### src/hdl/clmp_pkg.sv
// ----------------------------------------------------------------------------
// clmp_pkg
// Shared types and constants for the CPU list to mask parser.
// ----------------------------------------------------------------------------
`default_nettype none

package clmp_pkg;

    localparam int CPU_COUNT_DEFAULT = 64;
    localparam int MASK_W            = 64;
    localparam int NUM_W             = 16;
    localparam int CHAR_W            = 8;
    localparam int STATUS_W          = 2;

    localparam int QUEUE_DEPTH = 4;
    localparam int PTR_W       = $clog2(QUEUE_DEPTH);
    localparam int CNT_W       = $clog2(QUEUE_DEPTH + 1);

    // Status codes reported with each result.
    localparam logic [STATUS_W-1:0] ST_OK        = 2'd0;
    localparam logic [STATUS_W-1:0] ST_MALFORMED = 2'd1;
    localparam logic [STATUS_W-1:0] ST_RANGE     = 2'd2;
    localparam logic [STATUS_W-1:0] ST_REVERSED  = 2'd3;

    localparam logic [CHAR_W-1:0] CH_ZERO  = 8'h30;
    localparam logic [CHAR_W-1:0] CH_NINE  = 8'h39;
    localparam logic [CHAR_W-1:0] CH_COMMA = 8'h2C;
    localparam logic [CHAR_W-1:0] CH_DASH  = 8'h2D;

    typedef enum logic [2:0] {
        TK_DIGIT,
        TK_COMMA,
        TK_DASH,
        TK_OTHER,
        TK_END
    } token_kind_t;

    typedef struct packed {
        token_kind_t kind;
        logic [3:0]  digit;
    } token_t;

endpackage

`default_nettype wire

### src/hdl/clmp_front.sv
// ----------------------------------------------------------------------------
// clmp_front
// Classifies each incoming character beat into a token for the queue.
// ----------------------------------------------------------------------------
`default_nettype none

module clmp_front (
    input  wire logic                         s_tvalid,
    output logic                              s_tready,
    input  wire logic [clmp_pkg::CHAR_W-1:0]  s_tdata,
    input  wire logic                         s_tuser,
    input  wire logic                         q_full,
    output logic                              q_push,
    output clmp_pkg::token_t                  q_token
);

    logic [clmp_pkg::CHAR_W-1:0] digit_off;

    assign s_tready  = !q_full;
    assign q_push    = s_tvalid && !q_full;
    assign digit_off = s_tdata - clmp_pkg::CH_ZERO;

    always_comb begin
        q_token.digit = digit_off[3:0];
        if (s_tuser) begin
            q_token.kind = clmp_pkg::TK_END;
        end else if (s_tdata >= clmp_pkg::CH_ZERO && s_tdata <= clmp_pkg::CH_NINE) begin
            q_token.kind = clmp_pkg::TK_DIGIT;
        end else if (s_tdata == clmp_pkg::CH_COMMA) begin
            q_token.kind = clmp_pkg::TK_COMMA;
        end else if (s_tdata == clmp_pkg::CH_DASH) begin
            q_token.kind = clmp_pkg::TK_DASH;
        end else begin
            q_token.kind = clmp_pkg::TK_OTHER;
        end
    end

endmodule

`default_nettype wire

### src/hdl/clmp_queue.sv
// ----------------------------------------------------------------------------
// clmp_queue
// Short token queue that decouples the classifier from the segment engine.
// ----------------------------------------------------------------------------
`default_nettype none

module clmp_queue (
    input  wire logic              aclk,
    input  wire logic              aresetn,
    input  wire logic              push,
    input  wire clmp_pkg::token_t  push_token,
    output logic                   full,
    input  wire logic              pop,
    output logic                   head_valid,
    output clmp_pkg::token_t       head_token
);

    clmp_pkg::token_t mem [clmp_pkg::QUEUE_DEPTH];

    logic [clmp_pkg::PTR_W-1:0] wr_ptr_reg, wr_ptr_next;
    logic [clmp_pkg::PTR_W-1:0] rd_ptr_reg, rd_ptr_next;
    logic [clmp_pkg::CNT_W-1:0] count_reg, count_next;
    logic                       do_pop;

    assign full       = count_reg == clmp_pkg::CNT_W'(clmp_pkg::QUEUE_DEPTH);
    assign head_valid = count_reg != '0;
    assign head_token = mem[rd_ptr_reg];
    assign do_pop     = pop && head_valid;

    always_comb begin
        wr_ptr_next = wr_ptr_reg;
        rd_ptr_next = rd_ptr_reg;
        count_next  = count_reg;
        if (push) begin
            wr_ptr_next = (wr_ptr_reg == clmp_pkg::PTR_W'(clmp_pkg::QUEUE_DEPTH - 1))
                          ? '0 : wr_ptr_reg + 1'b1;
        end
        if (do_pop) begin
            rd_ptr_next = (rd_ptr_reg == clmp_pkg::PTR_W'(clmp_pkg::QUEUE_DEPTH - 1))
                          ? '0 : rd_ptr_reg + 1'b1;
        end
        if (push && !do_pop) begin
            count_next = count_reg + 1'b1;
        end else if (!push && do_pop) begin
            count_next = count_reg - 1'b1;
        end
    end

    always_ff @(posedge aclk) begin
        if (!aresetn) begin
            wr_ptr_reg <= '0;
            rd_ptr_reg <= '0;
            count_reg  <= '0;
        end else begin
            wr_ptr_reg <= wr_ptr_next;
            rd_ptr_reg <= rd_ptr_next;
            count_reg  <= count_next;
        end
    end

    always_ff @(posedge aclk) begin
        if (push) begin
            mem[wr_ptr_reg] <= push_token;
        end
    end

    assert property (@(posedge aclk) disable iff (!aresetn)
        count_reg <= clmp_pkg::CNT_W'(clmp_pkg::QUEUE_DEPTH))
        else $error("queue count exceeds depth");

    assert property (@(posedge aclk) disable iff (!aresetn)
        full |-> !push)
        else $error("push into a full queue");

    assert property (@(posedge aclk) disable iff (!aresetn)
        (push && !do_pop) |=> count_reg == $past(count_reg) + 1'b1)
        else $error("queue count did not follow a push");

endmodule

`default_nettype wire

### src/hdl/clmp_back.sv
// ----------------------------------------------------------------------------
// clmp_back
// Segment engine: accumulates numbers, closes segments into the mask and
// holds the finished result until the output side takes it.
// ----------------------------------------------------------------------------
`default_nettype none

module clmp_back #(
    parameter int CPU_COUNT = clmp_pkg::CPU_COUNT_DEFAULT
) (
    input  wire logic                           aclk,
    input  wire logic                           aresetn,
    input  wire logic                           tok_valid,
    input  wire clmp_pkg::token_t               tok,
    output logic                                tok_pop,
    output logic                                m_tvalid,
    input  wire logic                           m_tready,
    output logic [clmp_pkg::MASK_W-1:0]         m_tdata,
    output logic [clmp_pkg::STATUS_W-1:0]       m_tuser
);

    localparam int NUM_W  = clmp_pkg::NUM_W;
    localparam int MASK_W = clmp_pkg::MASK_W;
    localparam int PROD_W = NUM_W + 4;
    localparam logic [NUM_W-1:0] CPU_LIMIT = NUM_W'(CPU_COUNT);

    logic [MASK_W-1:0]            mask_reg, mask_next;
    logic [NUM_W-1:0]             num_reg, num_next;
    logic [NUM_W-1:0]             start_reg, start_next;
    logic                         digit_reg, digit_next;
    logic                         dash_reg, dash_next;
    logic                         any_reg, any_next;
    logic [clmp_pkg::STATUS_W-1:0] err_reg, err_next;

    logic                          out_valid_reg, out_valid_next;
    logic [MASK_W-1:0]             out_mask_reg, out_mask_next;
    logic [clmp_pkg::STATUS_W-1:0] out_status_reg, out_status_next;

    logic [NUM_W-1:0]              seg_lo;
    logic [MASK_W-1:0]             seg_mask;
    logic [clmp_pkg::STATUS_W-1:0] close_err;
    logic [PROD_W-1:0]             acc_sum;
    logic [NUM_W-1:0]              acc_sat;
    logic                          is_end;
    logic [clmp_pkg::STATUS_W-1:0] fin_err;
    logic [MASK_W-1:0]             fin_mask;

    assign is_end   = tok.kind == clmp_pkg::TK_END;
    assign tok_pop  = tok_valid && (!is_end || !out_valid_reg || m_tready);
    assign m_tvalid = out_valid_reg;
    assign m_tdata  = out_mask_reg;
    assign m_tuser  = out_status_reg;

    // A single number is a range from itself to itself.
    assign seg_lo = dash_reg ? start_reg : num_reg;

    always_comb begin
        for (int i = 0; i < MASK_W; i++) begin
            seg_mask[i] = (NUM_W'(i) >= seg_lo) && (NUM_W'(i) <= num_reg);
        end
    end

    always_comb begin
        if (!digit_reg) begin
            close_err = clmp_pkg::ST_MALFORMED;
        end else if (dash_reg && num_reg < start_reg) begin
            close_err = clmp_pkg::ST_REVERSED;
        end else if (num_reg >= CPU_LIMIT) begin
            close_err = clmp_pkg::ST_RANGE;
        end else begin
            close_err = clmp_pkg::ST_OK;
        end
    end

    assign acc_sum = ({4'b0, num_reg} << 3) + ({4'b0, num_reg} << 1) + PROD_W'(tok.digit);
    assign acc_sat = (acc_sum > PROD_W'({NUM_W{1'b1}})) ? {NUM_W{1'b1}} : acc_sum[NUM_W-1:0];

    // The end marker closes the open segment only when something came before it.
    always_comb begin
        fin_err  = err_reg;
        fin_mask = mask_reg;
        if (any_reg && err_reg == clmp_pkg::ST_OK) begin
            fin_err = close_err;
            if (close_err == clmp_pkg::ST_OK) begin
                fin_mask = mask_reg | seg_mask;
            end
        end
    end

    always_comb begin
        mask_next       = mask_reg;
        num_next        = num_reg;
        start_next      = start_reg;
        digit_next      = digit_reg;
        dash_next       = dash_reg;
        any_next        = any_reg;
        err_next        = err_reg;
        out_valid_next  = out_valid_reg && !m_tready;
        out_mask_next   = out_mask_reg;
        out_status_next = out_status_reg;

        if (tok_pop) begin
            if (is_end) begin
                out_valid_next  = 1'b1;
                out_mask_next   = (fin_err == clmp_pkg::ST_OK) ? fin_mask : '0;
                out_status_next = fin_err;
                mask_next  = '0;
                num_next   = '0;
                start_next = '0;
                digit_next = 1'b0;
                dash_next  = 1'b0;
                any_next   = 1'b0;
                err_next   = clmp_pkg::ST_OK;
            end else begin
                any_next = 1'b1;
                if (err_reg == clmp_pkg::ST_OK) begin
                    unique case (tok.kind)
                        clmp_pkg::TK_DIGIT: begin
                            num_next   = acc_sat;
                            digit_next = 1'b1;
                        end
                        clmp_pkg::TK_COMMA: begin
                            err_next = close_err;
                            if (close_err == clmp_pkg::ST_OK) begin
                                mask_next = mask_reg | seg_mask;
                            end
                            num_next   = '0;
                            start_next = '0;
                            digit_next = 1'b0;
                            dash_next  = 1'b0;
                        end
                        clmp_pkg::TK_DASH: begin
                            if (dash_reg || !digit_reg) begin
                                err_next = clmp_pkg::ST_MALFORMED;
                            end else begin
                                start_next = num_reg;
                                dash_next  = 1'b1;
                                num_next   = '0;
                                digit_next = 1'b0;
                            end
                        end
                        default: begin
                            err_next = clmp_pkg::ST_MALFORMED;
                        end
                    endcase
                end
            end
        end
    end

    always_ff @(posedge aclk) begin
        if (!aresetn) begin
            mask_reg      <= '0;
            num_reg       <= '0;
            start_reg     <= '0;
            digit_reg     <= 1'b0;
            dash_reg      <= 1'b0;
            any_reg       <= 1'b0;
            err_reg       <= clmp_pkg::ST_OK;
            out_valid_reg <= 1'b0;
        end else begin
            mask_reg      <= mask_next;
            num_reg       <= num_next;
            start_reg     <= start_next;
            digit_reg     <= digit_next;
            dash_reg      <= dash_next;
            any_reg       <= any_next;
            err_reg       <= err_next;
            out_valid_reg <= out_valid_next;
        end
    end

    always_ff @(posedge aclk) begin
        out_mask_reg   <= out_mask_next;
        out_status_reg <= out_status_next;
    end

    assert property (@(posedge aclk) disable iff (!aresetn)
        (out_valid_reg && out_status_reg != clmp_pkg::ST_OK) |-> out_mask_reg == '0)
        else $error("mask reported together with an error");

    assert property (@(posedge aclk) disable iff (!aresetn)
        (tok_pop && is_end) |=> out_valid_reg && err_reg == clmp_pkg::ST_OK
                                && mask_reg == '0 && !any_reg)
        else $error("end marker did not publish a result and clear the state");

    assert property (@(posedge aclk) disable iff (!aresetn)
        (out_valid_reg && !m_tready) |=> out_valid_reg && $stable(out_mask_reg)
                                         && $stable(out_status_reg))
        else $error("held result changed before it was taken");

    assert property (@(posedge aclk) disable iff (!aresetn)
        (err_reg != clmp_pkg::ST_OK && !(tok_pop && is_end)) |=> err_reg == $past(err_reg))
        else $error("first error was overwritten");

endmodule

`default_nettype wire

### src/hdl/cpu_list_to_mask_parser_top.sv
// ----------------------------------------------------------------------------
// cpu_list_to_mask_parser_top
// Parses a CPU list string such as 0-3,5 into a CPU bit mask and a status.
// ----------------------------------------------------------------------------
// Characters enter one per beat on the s_ side; a beat with s_tuser high is
// the end marker and carries no character. Each beat, the end marker too,
// takes one queue entry, so a string streams in without gaps; the limit is
// the segment engine, which folds one token per cycle into the number and
// mask registers unless an end marker must wait for the held result to be
// taken. An end marker passes the token queue and then the output register.
// A four-entry token queue sits between the character classifier and the
// segment engine, and the result sits in its own output register, so new
// characters keep flowing while a result waits to be taken.
// Status: 0 ok, 1 malformed, 2 CPU out of range, 3 reversed range; the mask
// is zero whenever the status is not ok.
// ----------------------------------------------------------------------------
`default_nettype none

module cpu_list_to_mask_parser_top #(
    parameter int CPU_COUNT = clmp_pkg::CPU_COUNT_DEFAULT
) (
    input  wire logic                             aclk,
    input  wire logic                             aresetn,
    input  wire logic                             s_tvalid,
    output logic                                  s_tready,
    input  wire logic [clmp_pkg::CHAR_W-1:0]      s_tdata,   // [7:0] ch
    input  wire logic                             s_tuser,   // [0] end_of_string
    output logic                                  m_tvalid,
    input  wire logic                             m_tready,
    output logic [clmp_pkg::MASK_W-1:0]           m_tdata,   // [63:0] cpu_mask
    output logic [clmp_pkg::STATUS_W-1:0]         m_tuser    // [1:0] status
);

    logic             q_full;
    logic             q_push;
    clmp_pkg::token_t q_token;
    logic             q_pop;
    logic             head_valid;
    clmp_pkg::token_t head_token;

    clmp_front u_front (
        .s_tvalid (s_tvalid),
        .s_tready (s_tready),
        .s_tdata  (s_tdata),
        .s_tuser  (s_tuser),
        .q_full   (q_full),
        .q_push   (q_push),
        .q_token  (q_token)
    );

    clmp_queue u_queue (
        .aclk       (aclk),
        .aresetn    (aresetn),
        .push       (q_push),
        .push_token (q_token),
        .full       (q_full),
        .pop        (q_pop),
        .head_valid (head_valid),
        .head_token (head_token)
    );

    clmp_back #(
        .CPU_COUNT (CPU_COUNT)
    ) u_back (
        .aclk      (aclk),
        .aresetn   (aresetn),
        .tok_valid (head_valid),
        .tok       (head_token),
        .tok_pop   (q_pop),
        .m_tvalid  (m_tvalid),
        .m_tready  (m_tready),
        .m_tdata   (m_tdata),
        .m_tuser   (m_tuser)
    );

endmodule

`default_nettype wire

### config.mk
export PLATFORM = sky130hd
export DESIGN_NAME = cpu_list_to_mask_parser_top
export DESIGN_NICKNAME = d
export VERILOG_FILES = /design/src/hdl/clmp_pkg.sv /design/src/hdl/clmp_front.sv /design/src/hdl/clmp_queue.sv /design/src/hdl/clmp_back.sv /design/src/hdl/cpu_list_to_mask_parser_top.sv
export SDC_FILE = /design/constraint.sdc
export NUM_CORES = 1
export LEC_CHECK = 0
export ABC_CLOCK_PERIOD_IN_PS = 6300
export BUFFER_PORTS_ARGS = -buffer_cell sky130_fd_sc_hd__clkbuf_2
export CAP_MARGIN = 25
export CORE_MARGIN = 3
export CORE_UTILIZATION = 40
export CTS_CLUSTER_SIZE = 30
export DETAILED_ROUTE_END_ITERATION = 6
export RECOVER_POWER = 25
export SLEW_MARGIN = 5
export SYNTH_ARGS = -nofsm -noshare
export SYNTH_HDL_FRONTEND = slang
export SYNTH_SLANG_ARGS = --single-unit
### constraint.sdc
create_clock -name aclk -period 6.3 [get_ports aclk]
set_clock_uncertainty 0.05 [all_clocks]
set_input_delay 0.63 -clock aclk [delete_from_list [all_inputs] [get_ports aclk]]
set_output_delay 0.63 -clock aclk [all_outputs]
set_load 0.01 [all_outputs]
; Yosys cells after proc, flatten, opt, wreduce, memory -nomap -nowiden
; Memories as Yosys holds them, arrays and structs flattened. A register that Yosys moved wholly into a read port is not among the register bits.
; Index checks and enable logic that the tools add are counted.
[totals]
register_bits = 175
mem_bits_rw = 28
output_inout_bits = 68
word_cells = 310
memories = 1
[classes]
addsub = 7
magnitude_cmp = 133
n_eq_ne = 11
mux = 46
bitwise = 1
n_reduce_logical = 98
[memory_table]
columns = memory, words, word_bits, read_ports, rd_clocked_by_memory_dff, wr, line
row1 = u_queue.mem, 4, 7, 1, 1, 1, clmp_queue.sv:18  ; clmp_pkg::token_t mem [clmp_pkg::QUEUE_DEPTH];
[op_table]
columns = operator, count
row1 = >= comparator 6 x 16 -> 1 bit (first input constant), 32
row2 = less-or-equal comparator 6 x 16 -> 1 bit (first input constant), 32
row3 = 2-to-1 mux 64 bit, 5
row4 = >= comparator 5 x 16 -> 1 bit (first input constant), 16
row5 = less-or-equal comparator 5 x 16 -> 1 bit (first input constant), 16
row6 = >= comparator 4 x 16 -> 1 bit (first input constant), 8
row7 = less-or-equal comparator 4 x 16 -> 1 bit (first input constant), 8
row8 = 2-to-1 mux 16 bit, 8
row9 = logical AND 1 bit, 73
row10 = >= comparator 3 x 16 -> 1 bit (first input constant), 4
row11 = less-or-equal comparator 3 x 16 -> 1 bit (first input constant), 4
row12 = bitwise OR 64 bit, 1
row13 = one-hot mux 16 bit (3 select lines), 1
row14 = >= comparator 1 x 16 -> 1 bit (first input constant), 2
row15 = >= comparator 2 x 16 -> 1 bit (first input constant), 2
row16 = less-or-equal comparator 1 x 16 -> 1 bit (first input constant), 2
row17 = less-or-equal comparator 2 x 16 -> 1 bit (first input constant), 2
row18 = one-hot mux 16 bit (2 select lines), 1
row19 = 2-to-1 mux 2 bit, 11
row20 = adder 19 x 17 -> 20 bit, 1
row21 = adder 20 x 4 -> 20 bit, 1
row22 = greater-than comparator 20 x 16 -> 1 bit (second input constant), 1
row23 = == test 8 x 6 -> 1 bit (second input constant), 2
row24 = >= comparator 16 x 7 -> 1 bit (second input constant), 1
row25 = other kinds (29), 62

; Logic depth before layout (Yosys ltp)
[logic_depth]
depth_word = 9
ltp_mapped = 14

; Hierarchy
; Synthesis repeated with hierarchy kept, for this count alone.
[hier_totals]
hier_cells = 1237
hier_area_um2 = 11755.0
[modules_own_cells]
columns = mod, instances, cells_each, area_each_um2, seq_area_each_um2
row1 = clmp_back, 1, 1137, 10137.2, 4023.9
row2 = clmp_queue, 1, 83, 1486.4, 1021.0
row3 = clmp_front, 1, 17, 131.4, 0.0

; Worst setup path after synthesis
; No wires, ideal clock.
[synth_timing]
path_type = register to register
from = register (tool-made name)
to = register u_back.out_mask_reg[0], in the netlist u_back.m_tdata[0], enable pin
setup_time_ns = 0.571
arrival_ns = 5.969
required_time_ns = 5.679
slack_ns = -0.291
stages_incl_launch_ff = 6
path_buffers = 1
period_less_slack_ns = 6.591
path_cell_list = dfxtp_1 > buf_2 > mux4_2 > nor2_1 > nand2_1 > nor3_1
[synth_rtl]
columns = item, line
row1 = to (signal assigned), clmp_back.sv:174  ; out_mask_reg <= out_mask_next;
row2 = to (decl), clmp_back.sv:36  ; logic [MASK_W-1:0] out_mask_reg, out_mask_next;

==> flow_metrics.env <==
export IMPL_status="finished clean"
export IMPL_crit_chain="mux4_2 -> fa_1 -> fa_1 -> a211oi_2 -> o21bai_2 -> o311ai_4 -> a21oi_2 -> mux2_4 -> or4_4 -> and2_4 -> a221o_1"
export IMPL_grt_max_degree=67
export IMPL_wl_microns=28400
export IMPL_synth_area_leader_cell="edfxtp_1"
export IMPL_syn_to_final_growth_pct=13.5
export IMPL_drive_above_1_share=0.114
export IMPL_final_core_utilization=0.470
export IMPL_tritoncts_num_sinks=205
export IMPL_crit_arrival_ps=4820
export IMPL_path_clk_slew_ps=60
export IMPL_cp_data_required_time_ps=6630
export IMPL_synth_flop_cell="dfxtp_1"
export IMPL_vias_per_cell=5.79
export IMPL_ios=81
export IMPL_final_nets=1205
export IMPL_h_tree_depth=1
export IMPL_post_dp_hpwl_microns=20000
export IMPL_nFillCells=2485
export IMPL_critPathCaptureType="flop"
export IMPL_antenna_cells=0
export IMPL_cts_repair_resized=0
export IMPL_drv_slew=0
export IMPL_syn_area_sq_um=10600
export IMPL_die_height_microns=169
export IMPL_clockBufferDepth=3
export IMPL_die_w_microns=169
export IMPL_port_buffers=80
export IMPL_finalCritPeriodShare=0.714
export IMPL_crit_fanout=12
export IMPL_ys_warn_count=0
export IMPL_cts_root_buf="clkbuf_16"
export IMPL_yosys_top_cells_area="edfxtp_1 (27%), dfxtp_1 (21%), ha_1 (6.2%)"
export IMPL_max_slew_worst_pin_slew_ps=973
export IMPL_start_kind="flop"
export IMPL_fmax_mhz=222
export IMPL_start_util=0.414
export IMPL_wire_per_inst_microns=19.1
export IMPL_ys_seq_area_frac=0.477
export IMPL_grt_use_total=0.196
export IMPL_path_class="reg2reg"
export IMPL_synth_cell_types=74
export IMPL_maxSlewHeadroom=0.333
export IMPL_grt_pass1_vias=8374
export IMPL_cts_tree="done"
export IMPL_path_common_cell="fa_1"
export IMPL_finalHoldViolCount=0
export IMPL_numCtsBuffers=22
export IMPL_syn_inst=1092
export IMPL_drc=0
export IMPL_power_density_nw_per_um2=329
export IMPL_hold_buffers=0
export IMPL_finalPower_mw=3.95
export IMPL_setup_viol=0
export IMPL_place_congestion=0.955
export IMPL_post_cts_buffers=0
export IMPL_syn_avg_cell_area_sq_um=9.68
export IMPL_clock_latency_ps=500
export IMPL_antenna_found_initial=0
export IMPL_num_vias=8589
export IMPL_core_area_sq_um=25500
export IMPL_cap_viol_max_count=0
export IMPL_hold_class="reg2reg"
export IMPL_drt_initial_drc_count=772
export IMPL_synth_seq_cells=205
export IMPL_timing_final_crit_period_ps=4500
export IMPL_die_area_sq_um=28400
export IMPL_max_stage_delay_ps=610
export IMPL_synth_net_count=1160
export IMPL_vdd_drop_max_uv=179
export IMPL_ys_async_sr_fraction=0
export IMPL_fin_tns_setup_ps=0
export IMPL_synth_top_area_frac=0.267
export IMPL_drtAntennaViolNets=0
export IMPL_slowest_stage="dfxtp_1"
export IMPL_leakage_nw=4.51
export IMPL_rows=58
export IMPL_dr_pass1_iters=5
export IMPL_grt_pass1_wl_microns=45700
export IMPL_synth_edff_count=94
export IMPL_overflow=0
export IMPL_rsz0062_at_grt="false"
[metal layers]
layer  part of all wire  wire (microns)  global-route usage  up-vias
met5                  0               0                   0        -
met1               0.45           12700               0.263     4119
met2               0.46           13000               0.320      266
met4              0.039            1110              0.0740        0
met3              0.053            1510              0.0306       66
li1                   -               -                   -     4138
[worst max-delay path: cells and delay by family, from the launching register on]
kind | cells | cell delay, ps
mux | 2 | 880
compound gates | 5 | 1040
flops | 1 | 610
simple gates | 2 | 800
fa+ha+maj | 2 | 1010
[report_power, final]
part           switching [mW]  internal, mW  total, mW
clock                   0.525         0.851       1.38
combinational           0.648         0.285      0.933
sequential             0.0872          1.55       1.64
total                    1.26          2.69       3.95
[metrics by stage]
stage                     cell area (sq um)  hold slack, ps  std cells  setup WS [ps]
final                                 12000             395       1483           1800
after global routing                  12000             398       1483           1590
after CTS                             12000             317       1482           1780
after detailed placement              11200             388       1442           1810
after global placement                11200             383       1442           1840
after floorplan                       10600             375       1092           1760
[Yosys cell counts (all sizes together) (8+ instances only)]
cell	n
dfxtp	111
and2	9
nand2	90
and3	8
a221oi	9
nand3	19
inv	30
a211oi	21
nor2	128
edfxtp	94
mux2i	8
a21oi	102
a22o	45
a31oi	19
nand2b	8
nor2b	29
a221o	11
nor3	20
a22oi	17
ha	52
clkbuf	56
buf	17
o21ai	67
[layout by cell type, fill, tap and decap left out, drive strengths merged, types with 4 or more instances in the layout]
master / n
nor2: 128
dfxtp: 111
clkbuf: 108
a21oi: 102
edfxtp: 94
nand2: 90
o21ai: 67
ha: 52
a22o: 45
inv: 30
nor2b: 29
a211oi: 21
nor3: 20
a31oi: 19
nand3: 19
a22oi: 17
buf: 14
a221o: 11
a221oi: 9
and2: 9
nand2b: 8
and3: 8
mux2i: 8
clkinv: 8
mux4: 7
o21a: 7
a21o: 7
xnor2: 7
mux2: 7
nand4: 6
or3: 6
xor2: 6
o211ai: 6
a31o: 5
a32o: 5
or2: 5
a41oi: 4
a21boi: 4
[cell families (layout without fill, tap and decap cells)]
kind of cell	after synthesis	in the layout	share of synthesized area
DFF	205	205	0.477
xor gates and xnor gates	13	13	0.0108
AOI/OAI and AO/OA	350	350	0.225
muxes	22	22	0.0303
adders and majority gates	55	55	0.0672
and+or+nand+nor	344	344	0.151
buffers and inverters	103	164	0.0388
[cell type report]
class                   count  area, sq um  share of cell area
multi-input cells         784         5160               0.430
flip-flops and latches    205         5040               0.420
inverters                  30          113             0.00938
clock inverters            12          149              0.0124
clock buffers              28          646              0.0538
repair buffers             94          478              0.0398
well taps                 330          413              0.0344
[worst paths after layout]
| kind | endpoint | from | cells past startpoint | slack, ps |
|---|---|---|---|---|
| worst max-delay path | u_back.num_reg[13]$_SDFFE_PN0P_ | flop | 11 | 1800 |
| worst min-delay path | u_back.mask_reg[46]$_SDFFE_PN0P_ | u_back.mask_reg[46]$_SDFFE_PN0P_ | 2 | 400 |
| worst max register to register | u_back.num_reg[13]$_SDFFE_PN0P_ | flop | 11 | 1800 |
| worst min register to register | u_back.mask_reg[46]$_SDFFE_PN0P_ | u_back.mask_reg[46]$_SDFFE_PN0P_ | 2 | 400 |
Power figures use the tool's default switching activity.
